`config.mk`:
```
export PLATFORM = sky130hd
export DESIGN_NAME = rle8_row_decoder_flat
export DESIGN_NICKNAME = d
export VERILOG_FILES = /design/src/rtl/rle8_pkg.sv /design/src/rtl/rle8_if.sv /design/src/rtl/rle8_core.sv /design/src/rtl/rle8_row_decoder.sv /design/src/flat_wrapper.sv
export SDC_FILE = /design/constraint.sdc
export NUM_CORES = 1
export LEC_CHECK = 0
export BUFFER_PORTS_ARGS = -buffer_cell sky130_fd_sc_hd__buf_2
export CORE_MARGIN = 4
export CORE_UTILIZATION = 40
export CTS_BUF_LIST = sky130_fd_sc_hd__clkbuf_8 sky130_fd_sc_hd__clkbuf_16
export DETAILED_ROUTE_END_ITERATION = 12
export PLACE_DENSITY_LB_ADDON = 0.3
export SETUP_SLACK_MARGIN = 0.05
export SLEW_MARGIN = 20
export SYNTH_ARGS = -nofsm -noshare
export SYNTH_HDL_FRONTEND = slang
export SYNTH_HIERARCHICAL = 1
export SYNTH_SLANG_ARGS = --single-unit
```
`constraint.sdc`:
```
create_clock -name clk -period 11.96 [get_ports clk]
set_clock_uncertainty 0.2 [all_clocks]
set_input_delay 1.196 -clock clk [delete_from_list [all_inputs] [get_ports clk]]
set_output_delay 1.196 -clock clk [all_outputs]
set_load 0.01 [all_outputs]
```
`src/rtl/rle8_pkg.sv`:
```
package rle8_pkg;

	localparam int COL_W         = 12;
	localparam int MAX_WIDTH_DEF = 4095;
	localparam logic [COL_W-1:0] ROW_WIDTH_RST = 12'd320;

	typedef enum logic [1:0] {
		EV_RUN = 2'd0,
		EV_EOL = 2'd1,
		EV_EOB = 2'd2,
		EV_ERR = 2'd3
	} event_kind_t;

	typedef struct packed {
		logic [7:0] data_byte;
		logic       end_of_data;
	} code_item_t;

	typedef struct packed {
		event_kind_t      event_kind;
		logic [COL_W-1:0] start_column;
		logic [COL_W-1:0] run_length;
		logic [7:0]       color_index;
	} run_item_t;

endpackage

```
`src/rtl/rle8_if.sv`:
```
interface rle8_in_if;
	logic       valid;
	logic       ready;
	logic [7:0] data_byte;
	logic       end_of_data;

	modport source (output valid, output data_byte, output end_of_data, input ready);
	modport sink   (input valid, input data_byte, input end_of_data, output ready);
endinterface

interface rle8_out_if;
	logic        valid;
	logic        ready;
	logic [1:0]  event_kind;
	logic [11:0] start_column;
	logic [11:0] run_length;
	logic [7:0]  color_index;

	modport source (output valid, output event_kind, output start_column,
		output run_length, output color_index, input ready);
	modport sink   (input valid, input event_kind, input start_column,
		input run_length, input color_index, output ready);
endinterface

```
`src/rtl/rle8_core.sv`:
```
module rle8_core import rle8_pkg::*; #(
	parameter int MAX_WIDTH = MAX_WIDTH_DEF
) (
	input  logic             clk,
	input  logic             arst_n,
	input  logic [COL_W-1:0] row_width,
	input  code_item_t       item,
	input  logic             advance,
	output logic             has_result,
	output run_item_t        result
);

	typedef enum logic [2:0] {
		PH_COUNT  = 3'd0,
		PH_COLOR  = 3'd1,
		PH_ESCAPE = 3'd2,
		PH_DX     = 3'd3,
		PH_DY     = 3'd4,
		PH_ABS    = 3'd5,
		PH_PAD    = 3'd6
	} phase_t;

	phase_t           phase_q, phase_d;
	logic [COL_W-1:0] column_q, column_d;
	logic [7:0]       pending_q, pending_d;
	logic             odd_q, odd_d;
	logic [7:0]       delta_q, delta_d;

	logic [COL_W-1:0] eff_w;
	logic [COL_W-1:0] room;
	logic             do_run;
	logic [COL_W-1:0] run_n;
	logic [7:0]       pend_dec;

	always_comb begin
		if (32'(row_width) < 32'(MAX_WIDTH)) begin
			eff_w = row_width;
		end else begin
			eff_w = COL_W'(MAX_WIDTH);
		end
		room     = (column_q < eff_w) ? (eff_w - column_q) : '0;
		pend_dec = pending_q - 8'd1;
	end

	always_comb begin
		phase_d    = phase_q;
		column_d   = column_q;
		pending_d  = pending_q;
		odd_d      = odd_q;
		delta_d    = delta_q;
		has_result = 1'b0;
		do_run     = 1'b0;
		run_n      = '0;
		result.event_kind   = EV_RUN;
		result.start_column = column_q;
		result.run_length   = '0;
		result.color_index  = 8'd0;

		if (item.end_of_data) begin
			has_result        = 1'b1;
			result.event_kind = EV_ERR;
			phase_d   = PH_COUNT;
			column_d  = '0;
			pending_d = 8'd0;
			odd_d     = 1'b0;
			delta_d   = 8'd0;
		end else begin
			case (phase_q)
				PH_COLOR: begin
					phase_d            = PH_COUNT;
					do_run             = 1'b1;
					run_n              = COL_W'(pending_q);
					result.color_index = item.data_byte;
				end
				PH_ESCAPE: begin
					if (item.data_byte == 8'd0 || item.data_byte == 8'd1) begin
						// fill the rest of the row and start over
						has_result        = 1'b1;
						result.event_kind = (item.data_byte == 8'd0) ? EV_EOL : EV_EOB;
						result.run_length = room;
						column_d          = '0;
						phase_d           = PH_COUNT;
					end else if (item.data_byte == 8'd2) begin
						phase_d = PH_DX;
					end else begin
						pending_d = item.data_byte;
						odd_d     = item.data_byte[0];
						phase_d   = PH_ABS;
					end
				end
				PH_DX: begin
					delta_d = item.data_byte;
					phase_d = PH_DY;
				end
				PH_DY: begin
					// vertical offset dropped; skip columns with index 0
					phase_d = PH_COUNT;
					do_run  = 1'b1;
					run_n   = COL_W'(delta_q);
				end
				PH_ABS: begin
					pending_d = pend_dec;
					if (pend_dec == 8'd0) begin
						phase_d = odd_q ? PH_PAD : PH_COUNT;
					end
					do_run             = 1'b1;
					run_n              = COL_W'(1);
					result.color_index = item.data_byte;
				end
				PH_PAD: begin
					phase_d = PH_COUNT;
				end
				default: begin
					if (item.data_byte == 8'd0) begin
						phase_d = PH_ESCAPE;
					end else begin
						pending_d = item.data_byte;
						phase_d   = PH_COLOR;
					end
				end
			endcase
		end

		if (do_run) begin
			has_result        = 1'b1;
			result.run_length = (run_n < room) ? run_n : room;
			column_d          = column_q + result.run_length;
		end
	end

	always_ff @(posedge clk or negedge arst_n) begin
		if (!arst_n) begin
			phase_q   <= PH_COUNT;
			column_q  <= '0;
			pending_q <= 8'd0;
			odd_q     <= 1'b0;
			delta_q   <= 8'd0;
		end else if (advance) begin
			phase_q   <= phase_d;
			column_q  <= column_d;
			pending_q <= pending_d;
			odd_q     <= odd_d;
			delta_q   <= delta_d;
		end
	end

endmodule

```
`src/rtl/rle8_row_decoder.sv`:
```
// RLE8 row decoder.
// Channel code carries one byte of the compressed stream per beat, with
// end_of_data marking the end of the stream. Channel run carries decoded
// events: pixel runs, end of line / end of bitmap fills, and an unexpected
// end error. row_width_we / row_width_wdata set the row width; write it
// only while no beat is in flight.
// A code beat is registered, decoded from that register and, if it
// yields an event, lands in the output register, from which it leaves
// as the run beat. Count, escape, delta dx and padding bytes yield no
// event. One byte is taken every cycle unless run stalls; the rate is
// set by the single decode stage between input and output registers.
// When run stalls, the output register holds its beat and the decode
// stage keeps at most one byte waiting; code ready drops only while a
// byte that yields an event cannot move on.
// Reset empties both registers, returns the parser to its row start and
// sets the row width to 320.
module rle8_row_decoder import rle8_pkg::*; #(
	parameter int MAX_WIDTH = MAX_WIDTH_DEF
) (
	input  logic             clk,
	input  logic             arst_n,
	rle8_in_if.sink          code,
	rle8_out_if.source       run,
	input  logic             row_width_we,
	input  logic [COL_W-1:0] row_width_wdata
);

	logic [COL_W-1:0] row_width_q;
	logic             valid_s1;
	code_item_t       item_s1;
	logic             valid_s2;
	run_item_t        result_s2;

	logic      has_result;
	run_item_t result;
	logic      out_free;
	logic      advance;

	assign out_free   = !valid_s2 || run.ready;
	assign advance    = valid_s1 && (!has_result || out_free);
	assign code.ready = !valid_s1 || advance;

	always_ff @(posedge clk or negedge arst_n) begin
		if (!arst_n) begin
			row_width_q <= ROW_WIDTH_RST;
		end else if (row_width_we) begin
			row_width_q <= row_width_wdata;
		end
	end

	always_ff @(posedge clk or negedge arst_n) begin
		if (!arst_n) begin
			valid_s1 <= 1'b0;
		end else if (code.ready) begin
			valid_s1 <= code.valid;
		end
	end

	always_ff @(posedge clk) begin
		if (code.ready && code.valid) begin
			item_s1.data_byte   <= code.data_byte;
			item_s1.end_of_data <= code.end_of_data;
		end
	end

	rle8_core #(
		.MAX_WIDTH(MAX_WIDTH)
	) u_core (
		.clk       (clk),
		.arst_n    (arst_n),
		.row_width (row_width_q),
		.item      (item_s1),
		.advance   (advance),
		.has_result(has_result),
		.result    (result)
	);

	always_ff @(posedge clk or negedge arst_n) begin
		if (!arst_n) begin
			valid_s2 <= 1'b0;
		end else if (out_free) begin
			valid_s2 <= advance && has_result;
		end
	end

	always_ff @(posedge clk) begin
		if (out_free && advance && has_result) begin
			result_s2 <= result;
		end
	end

	assign run.valid        = valid_s2;
	assign run.event_kind   = result_s2.event_kind;
	assign run.start_column = result_s2.start_column;
	assign run.run_length   = result_s2.run_length;
	assign run.color_index  = result_s2.color_index;

endmodule

```
`src/flat_wrapper.sv`:
```
// flat-port wrapper written by rule: the top's interface ports become plain ports
module rle8_row_decoder_flat import rle8_pkg::*;
#(
	parameter int MAX_WIDTH = MAX_WIDTH_DEF
)
  (clk, arst_n, row_width_we, row_width_wdata, code_valid, code_data_byte, code_end_of_data, code_ready, run_valid, run_event_kind, run_start_column, run_run_length, run_color_index, run_ready);
  rle8_in_if code_i ();
  rle8_out_if run_i ();
  input  logic clk;
  input  logic arst_n;
  input  logic row_width_we;
  input  logic [COL_W-1:0] row_width_wdata;
  input wire logic [$bits(code_i.valid)-1:0] code_valid;
  input wire logic [$bits(code_i.data_byte)-1:0] code_data_byte;
  input wire logic [$bits(code_i.end_of_data)-1:0] code_end_of_data;
  output wire logic [$bits(code_i.ready)-1:0] code_ready;
  output wire logic [$bits(run_i.valid)-1:0] run_valid;
  output wire logic [$bits(run_i.event_kind)-1:0] run_event_kind;
  output wire logic [$bits(run_i.start_column)-1:0] run_start_column;
  output wire logic [$bits(run_i.run_length)-1:0] run_run_length;
  output wire logic [$bits(run_i.color_index)-1:0] run_color_index;
  input wire logic [$bits(run_i.ready)-1:0] run_ready;
  assign code_i.valid = code_valid;
  assign code_i.data_byte = code_data_byte;
  assign code_i.end_of_data = code_end_of_data;
  assign code_ready = code_i.ready;
  assign run_valid = run_i.valid;
  assign run_event_kind = run_i.event_kind;
  assign run_start_column = run_i.start_column;
  assign run_run_length = run_i.run_length;
  assign run_color_index = run_i.color_index;
  assign run_i.ready = run_ready;
  rle8_row_decoder #(.MAX_WIDTH(MAX_WIDTH)) u_core (.clk(clk), .arst_n(arst_n), .code(code_i), .run(run_i), .row_width_we(row_width_we), .row_width_wdata(row_width_wdata));
endmodule
```
==> results of run 1 <==
==> worst max-delay path, stage by stage (launching register included) <==
cell and delay [ns]:
dfrtp_1 0.39, inv_1 0.08, ha_1 0.43, and2_2 0.23, and4_2 0.28, o311a_1 0.20, nor2_1 0.08, a41oi_2 0.44
nand2_1 0.20, ha_1 0.35, a21o_1 0.12, a211o_1 0.13, a211oi_1 0.05, o21a_1 0.13, o31a_1 0.34, or4b_1 0.77
o21ai_4 0.29, o22ai_1 0.16, ha_1 0.30, a21o_1 0.18, a21o_1 0.21, a2111oi_0 0.54, nor3_1 0.15, a41o_1 0.28
o41ai_1 0.32, a21oi_1 0.12, o21ai_0 0.15
==> metrics by stage <==
| step | area [µm²] | cells | power, mW |
|---|---|---|---|
| final | 6160 | 771 | 0.997 |
| after global routing | 6160 | 771 | 1.06 |
| after CTS | 6140 | 770 | 1.00 |
| after global placement | 5860 | 754 | 0.725 |
| after floorplan | 5480 | 547 | 0.650 |
| after detailed placement | 5860 | 754 | 0.734 |
==> power by group through the flow <==
stage                     registers, mW  clock network, mW  logic, mW
after global routing              0.412              0.283      0.365
after detailed placement          0.413                  0      0.321
after CTS                         0.407              0.271      0.323
final                             0.407              0.262      0.328
after floorplan                   0.406                  0      0.243
after global placement            0.411                  0      0.314
==> area by class of cell <==
class	instances	share of cell area [%]
Clock buffer	10	3.88
Clock inverter	6	0.589
Inverter	33	2.01
Multi-Input combinational cell	391	44.5
Sequential cell	89	39.7
Tap cell	176	3.58
Timing Repair Buffer	66	5.77
==> path summary, 6_finish.rpt <==
kind / start / to / slack (ns) / cells past startpoint
min in group asynchronous: arst_n / u_core/row_width_q[7] / 0.74 / 2
worst max register to register: u_core/u_core/column_q[9] / u_core/u_core/column_q[11] / 4.78 / 26
worst min register to register: u_core/u_core/delta_q[0] / u_core/u_core/delta_q[0] / 0.28 / 2
max in group asynchronous: arst_n / u_core/u_core/delta_q[6] / 10.39 / 2
worst min-delay path: u_core/u_core/delta_q[0] / u_core/u_core/delta_q[0] / 0.28 / 2
worst max-delay path: u_core/u_core/column_q[9] / u_core/u_core/column_q[11] / 4.78 / 26
==> kinds of logic after synthesis <==
kind of cell	share of synthesized area, %
XOR/XNOR	2.40
AO/OA/AOI/OAI	19.0
other	0.0686
AND/OR/NAND/NOR	16.3
adder cells (fa/ha/maj)	8.47
flip-flops	44.7
buffers and inverters	5.47
multiplexers	3.55
==> sequential cells by signal, indices dropped and copies added (netlist names) <==
signal,flops
u_core/u_core/odd_q,1
u_core/valid_s1,1
u_core/u_core/pending_q,8
u_core/u_core/phase_q,3
u_core/run.valid,1
u_core/run.start_column,12
u_core/run.color_index,8
u_core/run.run_length,12
u_core/run.event_kind,2
u_core/u_core/column_q,12
u_core/row_width_q,12
u_core/item_s1,9
u_core/u_core/delta_q,8
==> placed cells by master, fill, tap and decap left out, types with 3 or more instances in the layout <==
master / n
nor2_1: 28
o21ai_0: 39
xor2_1: 6
a21o_1: 12
nor4b_1: 3
or3_1: 6
buf_4: 4
a2111oi_0: 3
o21a_1: 4
dfrtp_1: 44
nand3_1: 8
inv_1: 33
a21oi_1: 19
nand2_1: 51
o22ai_1: 15
mux2_4: 10
nand2b_1: 17
and3_1: 12
a31oi_1: 4
buf_2: 61
xnor2_1: 9
o22ai_2: 3
a211oi_1: 9
clkbuf_16: 9
o31ai_1: 5
conb_1: 3
nor3_1: 20
nor2b_1: 3
nor3b_1: 4
edfxtp_1: 43
a22o_1: 7
or2_2: 4
ha_1: 33
mux2_2: 3
==> metal layers <==
layer | vias up | GRT usage, %
met2 | 109 | 26.0
li1 | 2081 | -
met5 | - | 0
met1 | 2077 | 23.0
met4 | 0 | 6.51
met3 | 16 | 3.52
==> out/results.txt, run 1 <==
Status -> completed
Fmax -> 0.139 GHz
Mapped Cells -> 545
Port Buf Inserts -> 61
TritonCTS clock tree -> done
CP max FO -> 17
Antenna cells -> 0
Area leader, netlist -> edfxtp_1
Remaining DRCs -> 0
Register Area -> 0.00244 mm²
RSZ-0062 raised after global routing -> no
FP Rows -> 42
CP Class -> register to register
Distinct cells, synth -> 73
Starting Density -> 41.1%
Worst slack, placed -> 4.95 ns
Die height -> 125 µm
WL per Instance -> 16.8 µm
Vias -> 4283
Int Power -> 0.646 mW
Clk buf depth -> 2
Resized Gates After CTS -> 0
Worst-path clk slew -> 0.06 ns
Clock share of power -> 26.3%
Detail Route Antenna Nets -> 0
Critical Path AT -> 7.24 ns
Crit end category -> register
Core area -> 0.0133 mm²
Post-synthesis cell area -> 0.00547 mm²
Endpoints failing setup -> 0
Most numerous cell in the Yosys netlist -> nand2_1
VDD IR max -> 65.6 µV
H-tree levels -> 3
Most frequent cells after synthesis -> nand2_1 (51), dfrtp_1 (44), edfxtp_1 (43)
HPWL Detailed -> 9.60 mm
Fillers -> 1232
Worst-Skew Late Latency -> 0.34 ns
Comb pwr share -> 32.9%
Max Slew Vio Count -> 0
Yosys reg bits -> 89
Warnings, synthesis -> 6
Post-synth top area share -> 23.6%
Cts-stage hold buffer count -> 0
Leakage -> 2.71 nW
EDFF count, synth -> 43
Global placement routability congestion -> 0.860
Power density over the cells -> 162 mW/mm²
Worst Path Required -> 12.03 ns
Root buffer cell -> clkbuf_16
Met3 wire len -> 564 µm
Sequential share of power -> 40.8%
Final period util -> 60.0%
Vias in the first global route -> 4111
First-pass GRT wire length -> 21.2 mm
Top layer in use -> met4
Top post-synthesis cells by area -> edfxtp_1 (24%), dfrtp_1 (20%), ha_1 (7.6%)
Sequential fraction of the synthesis area -> 44.7%
Max_slew headroom -> 38.5%
Share of post-route cells with drive strength above 1 -> 20.2%
Multi-input logic area -> 0.00274 mm²
Final Util -> 46.3%
Largest net degree at the start of global routing -> 47
Total routed wirelength -> 12.9 mm
Routed met1 length -> 5.99 mm
Worst setup margin -> 4.78 ns
Num Clock Sinks -> 89
Vias/cell -> 5.56
CP Launch Type -> register
Hold crit path type -> register to register
Final Hold Fails -> 0
Nets -> 651
Starting DRT DRC Count -> 238
P&R area growth vs syn -> 12.6%
Crit path time final -> 7.18 ns
IO Pins -> 62
Initial antenna violation count -> 0
Setup Fix Bufs, Post-CTS -> 0
Asr flop ratio synth -> 51.7%
Max-Cap Viols -> 0
Net Sw Frac -> 35.2%
Syn Area/Cell -> 10.0 µm²
Worst slew pin tran -> 0.915 ns
Post-synth top flop -> dfrtp_1
Die ar. -> 0.0156 mm²
GRT Total Usage -> 16.7%
Total global routing overflow -> 0
Chip width -> 125 µm
Psw -> 0.351 mW
Min Hold Slack -> 0.283 ns
Drt pass-1 iters -> 5
CTS Buf Count -> 9
Wire length on met2 -> 6.13 mm
Setup TNS -> 0 ns
Note: power is estimated with default switching activity, not from simulation.
==> inputs of run 2 (changes only) <==
==> constraint.sdc (replaced) <==
create_clock -name clk -period 6.2 [get_ports clk]
set_clock_uncertainty 0.2 [all_clocks]
set_input_delay 0.62 -clock clk [delete_from_list [all_inputs] [get_ports clk]]
set_output_delay 0.62 -clock clk [all_outputs]
set_load 0.01 [all_outputs]
==> out/results.txt, run 2 (synthesized netlist as in run 1, its figures left out) <==
Status -> completed
TritonCTS clock tree -> done
P&R area growth vs syn -> 21.4%
Worst-Skew Late Latency -> 0.35 ns (about the same)
CTS Buf Count -> 9 (unchanged)
IO Pins -> 62 (unchanged)
Root buffer cell -> clkbuf_16
Vias -> 4446 (+3.8%)
FP Rows -> 42 (unchanged)
Hold crit path type -> input pin to async pin
Vias/cell -> 5.49 (-1.2%)
GRT Max-Usage Layer -> met2
Commonest non-fill, non-tap cells in the layout -> buf_2 (61), nand2_1 (49), dfrtp_1 (44)
Chip width -> 125 µm (unchanged)
Most common cell after layout, fill and taps aside -> buf_2
Register Area -> 0.00244 mm² (unchanged)
Int Power -> 1.39 mW (+120%)
Initial antenna violation count -> 0 (unchanged)
Fmax -> 0.165 GHz (+18%)
H-tree levels -> 3 (unchanged)
Critical Path AT -> 6.14 ns (-1.10 ns)
Die ar. -> 0.0156 mm² (unchanged)
Total global routing overflow -> 0 (unchanged)
Fillers -> 1213 (-1.5%)
Nets -> 690 (+6.0%)
Cts-stage hold buffer count -> 0 (unchanged)
CP max FO -> 9 (-8)
Worst Path Required -> 6.28 ns (-5.75 ns)
Largest net degree at the start of global routing -> 47 (unchanged)
HPWL Detailed -> 10.0 mm (+4.3%)
Final Util -> 49.9% (+3.6 points)
Starting Density -> 41.1% (unchanged)
Port Buf Inserts -> 61 (unchanged)
VDD IR max -> 142 µV (+120%)
CP Class -> register to register
Crit path time final -> 6.06 ns (-1.11 ns)
Worst path max stage delay -> 0.55 ns (-0.22 ns)
Max_slew headroom -> 37.6% (-0.86 points)
First-pass GRT wire length -> 21.9 mm (+3.1%)
Antenna cells -> 0 (unchanged)
Endpoints failing setup -> 0 (unchanged)
Max Slew Vio Count -> 0 (unchanged)
Met1 Use GR -> 22.7% (-0.30 points)
Leakage -> 2.95 nW (+9.0%)
Vias in the first global route -> 4366 (+6.2%)
Sequential share of power -> 36.5% (-4.3 points)
Dpl cells -> 778 (+3.2%)
Worst slew pin tran -> 0.927 ns (+0.0128 ns)
Clk buf depth -> 2 (unchanged)
Total routed wirelength -> 13.9 mm (+7.3%)
Net Sw Frac -> 34.6% (-0.68 points)
Multi-input logic area -> 0.00288 mm² (+5.0%)
Drt pass-1 iters -> 4 (-1)
Psw -> 0.735 mW (+110%)
Met3 Usage GRT -> 3.39% (-0.13 points)
Non-Filler Instances -> 810 (+5.1%)
Starting DRT DRC Count -> 369 (+55%)
Final period util -> 97.8% (+38 points)
Comb pwr share -> 36.3% (+3.4 points)
Core area -> 0.0133 mm² (unchanged)
Final Hold Fails -> 0 (unchanged)
Share of post-route cells with drive strength above 1 -> 28.2% (+8.1 points)
Remaining DRCs -> 0 (unchanged)
WL per Instance -> 17.1 µm (+2.1%)
GRT Total Usage -> 17.5% (+0.72 points)
Clock share of power -> 27.2% (+0.9 points)
Critical-path top delay cell -> or4b_4
Crit end category -> register
Num Clock Sinks -> 89 (unchanged)
Worst-path clk slew -> 0.07 ns (about the same)
Global placement routability congestion -> 0.874 (+1.6%)
CP Launch Type -> register
M2 GR Usage -> 29.0% (+3.0 points)
Die height -> 125 µm (unchanged)
Max-Cap Viols -> 0 (unchanged)
Detail Route Antenna Nets -> 0 (unchanged)
Power density over the cells -> 321 mW/mm² (+98%)
run 2: cell types whose count changed in the layout (fill, tap and decap cells not counted), moves of 3 or more:
cell / before / now
ha_2: 0 / 3
buf_6: 0 / 3
buf_4: 4 / 40
ha_4: 0 / 3
ha_1: 33 / 27
run 2: power by group through the flow:
stage | combinational [mW] | clock (mW) | sequential [mW]
6_report | 0.773 | 0.579 | 0.776
5_1_grt | 0.842 | 0.621 | 0.785
4_1_cts | 0.695 | 0.596 | 0.777
3_5_place_dp | 0.681 | 0 | 0.787
3_3_place_gp | 0.668 | 0 | 0.785
2_1_floorplan | 0.472 | 0 | 0.784
run 2: stage by stage:
stage               setup slack, ns  total power, mW  area, µm²  hold WS, ns  setup TNS, ns
CTS                          0.0486             2.07       6390        0.177              0
global route                -0.0734             2.25       6640        0.221         -0.130
global placement              0.111             1.45       6050        0.260              0
finish                        0.137             2.13       6640        0.155              0
floorplan                    0.0557             1.26       5490        0.124              0
detailed placement          -0.0535             1.47       6050        0.272        -0.0771
run 2: area by class of cell:
type	count	share of cell area, %
repair buffers	105	9.93
well taps	176	3.32
flip-flops and latches	89	36.8
clock buffers	10	3.77
inverters	33	1.87
clock inverters	6	0.980
multi-input cells	391	43.3
run 2: critical path: cells and delay by family (launching register included):
family	cells	cell delay, ns
AND/OR/NAND/NOR	5	0.97
adder cells (fa/ha/maj)	4	1.22
AO/OA/AOI/OAI	13	2.78
flip-flops	1	0.38
buffers and inverters	3	0.43
run 2: per-layer routing:
layer,vias to the layer above,share of wire [%]
li1,2164,-
met1,2121,44
met2,133,49
met3,28,4.6
met4,0,2.5
met5,-,0
run 2: final timing paths:
kind | cells past startpoint | slack, ns | startpoint | to
worst min register to register | 2 | 0.28 | u_core/u_core/delta_q[5] | u_core/u_core/delta_q[5]
worst min-delay path | 2 | 0.16 | arst_n | u_core/u_core/pending_q[7]
worst max register to register | 25 | 0.14 | u_core/u_core/column_q[0] | u_core/u_core/column_q[11]
max in group asynchronous | 2 | 5.20 | arst_n | u_core/row_width_q[7]
min in group clk | 1 | 0.24 | code_data_byte[0] | u_core/item_s1[1]
worst max-delay path | 25 | 0.14 | u_core/u_core/column_q[0] | u_core/u_core/column_q[11]
run 2: timing repair:
| item | CTS | global route |
|---|---|---|
| resized for setup | 4 | 22 |
| pin swaps | 0 | 16 |
| buffers inserted | 0 | 15 |
| setup endpoints to repair | 4 | 6 |
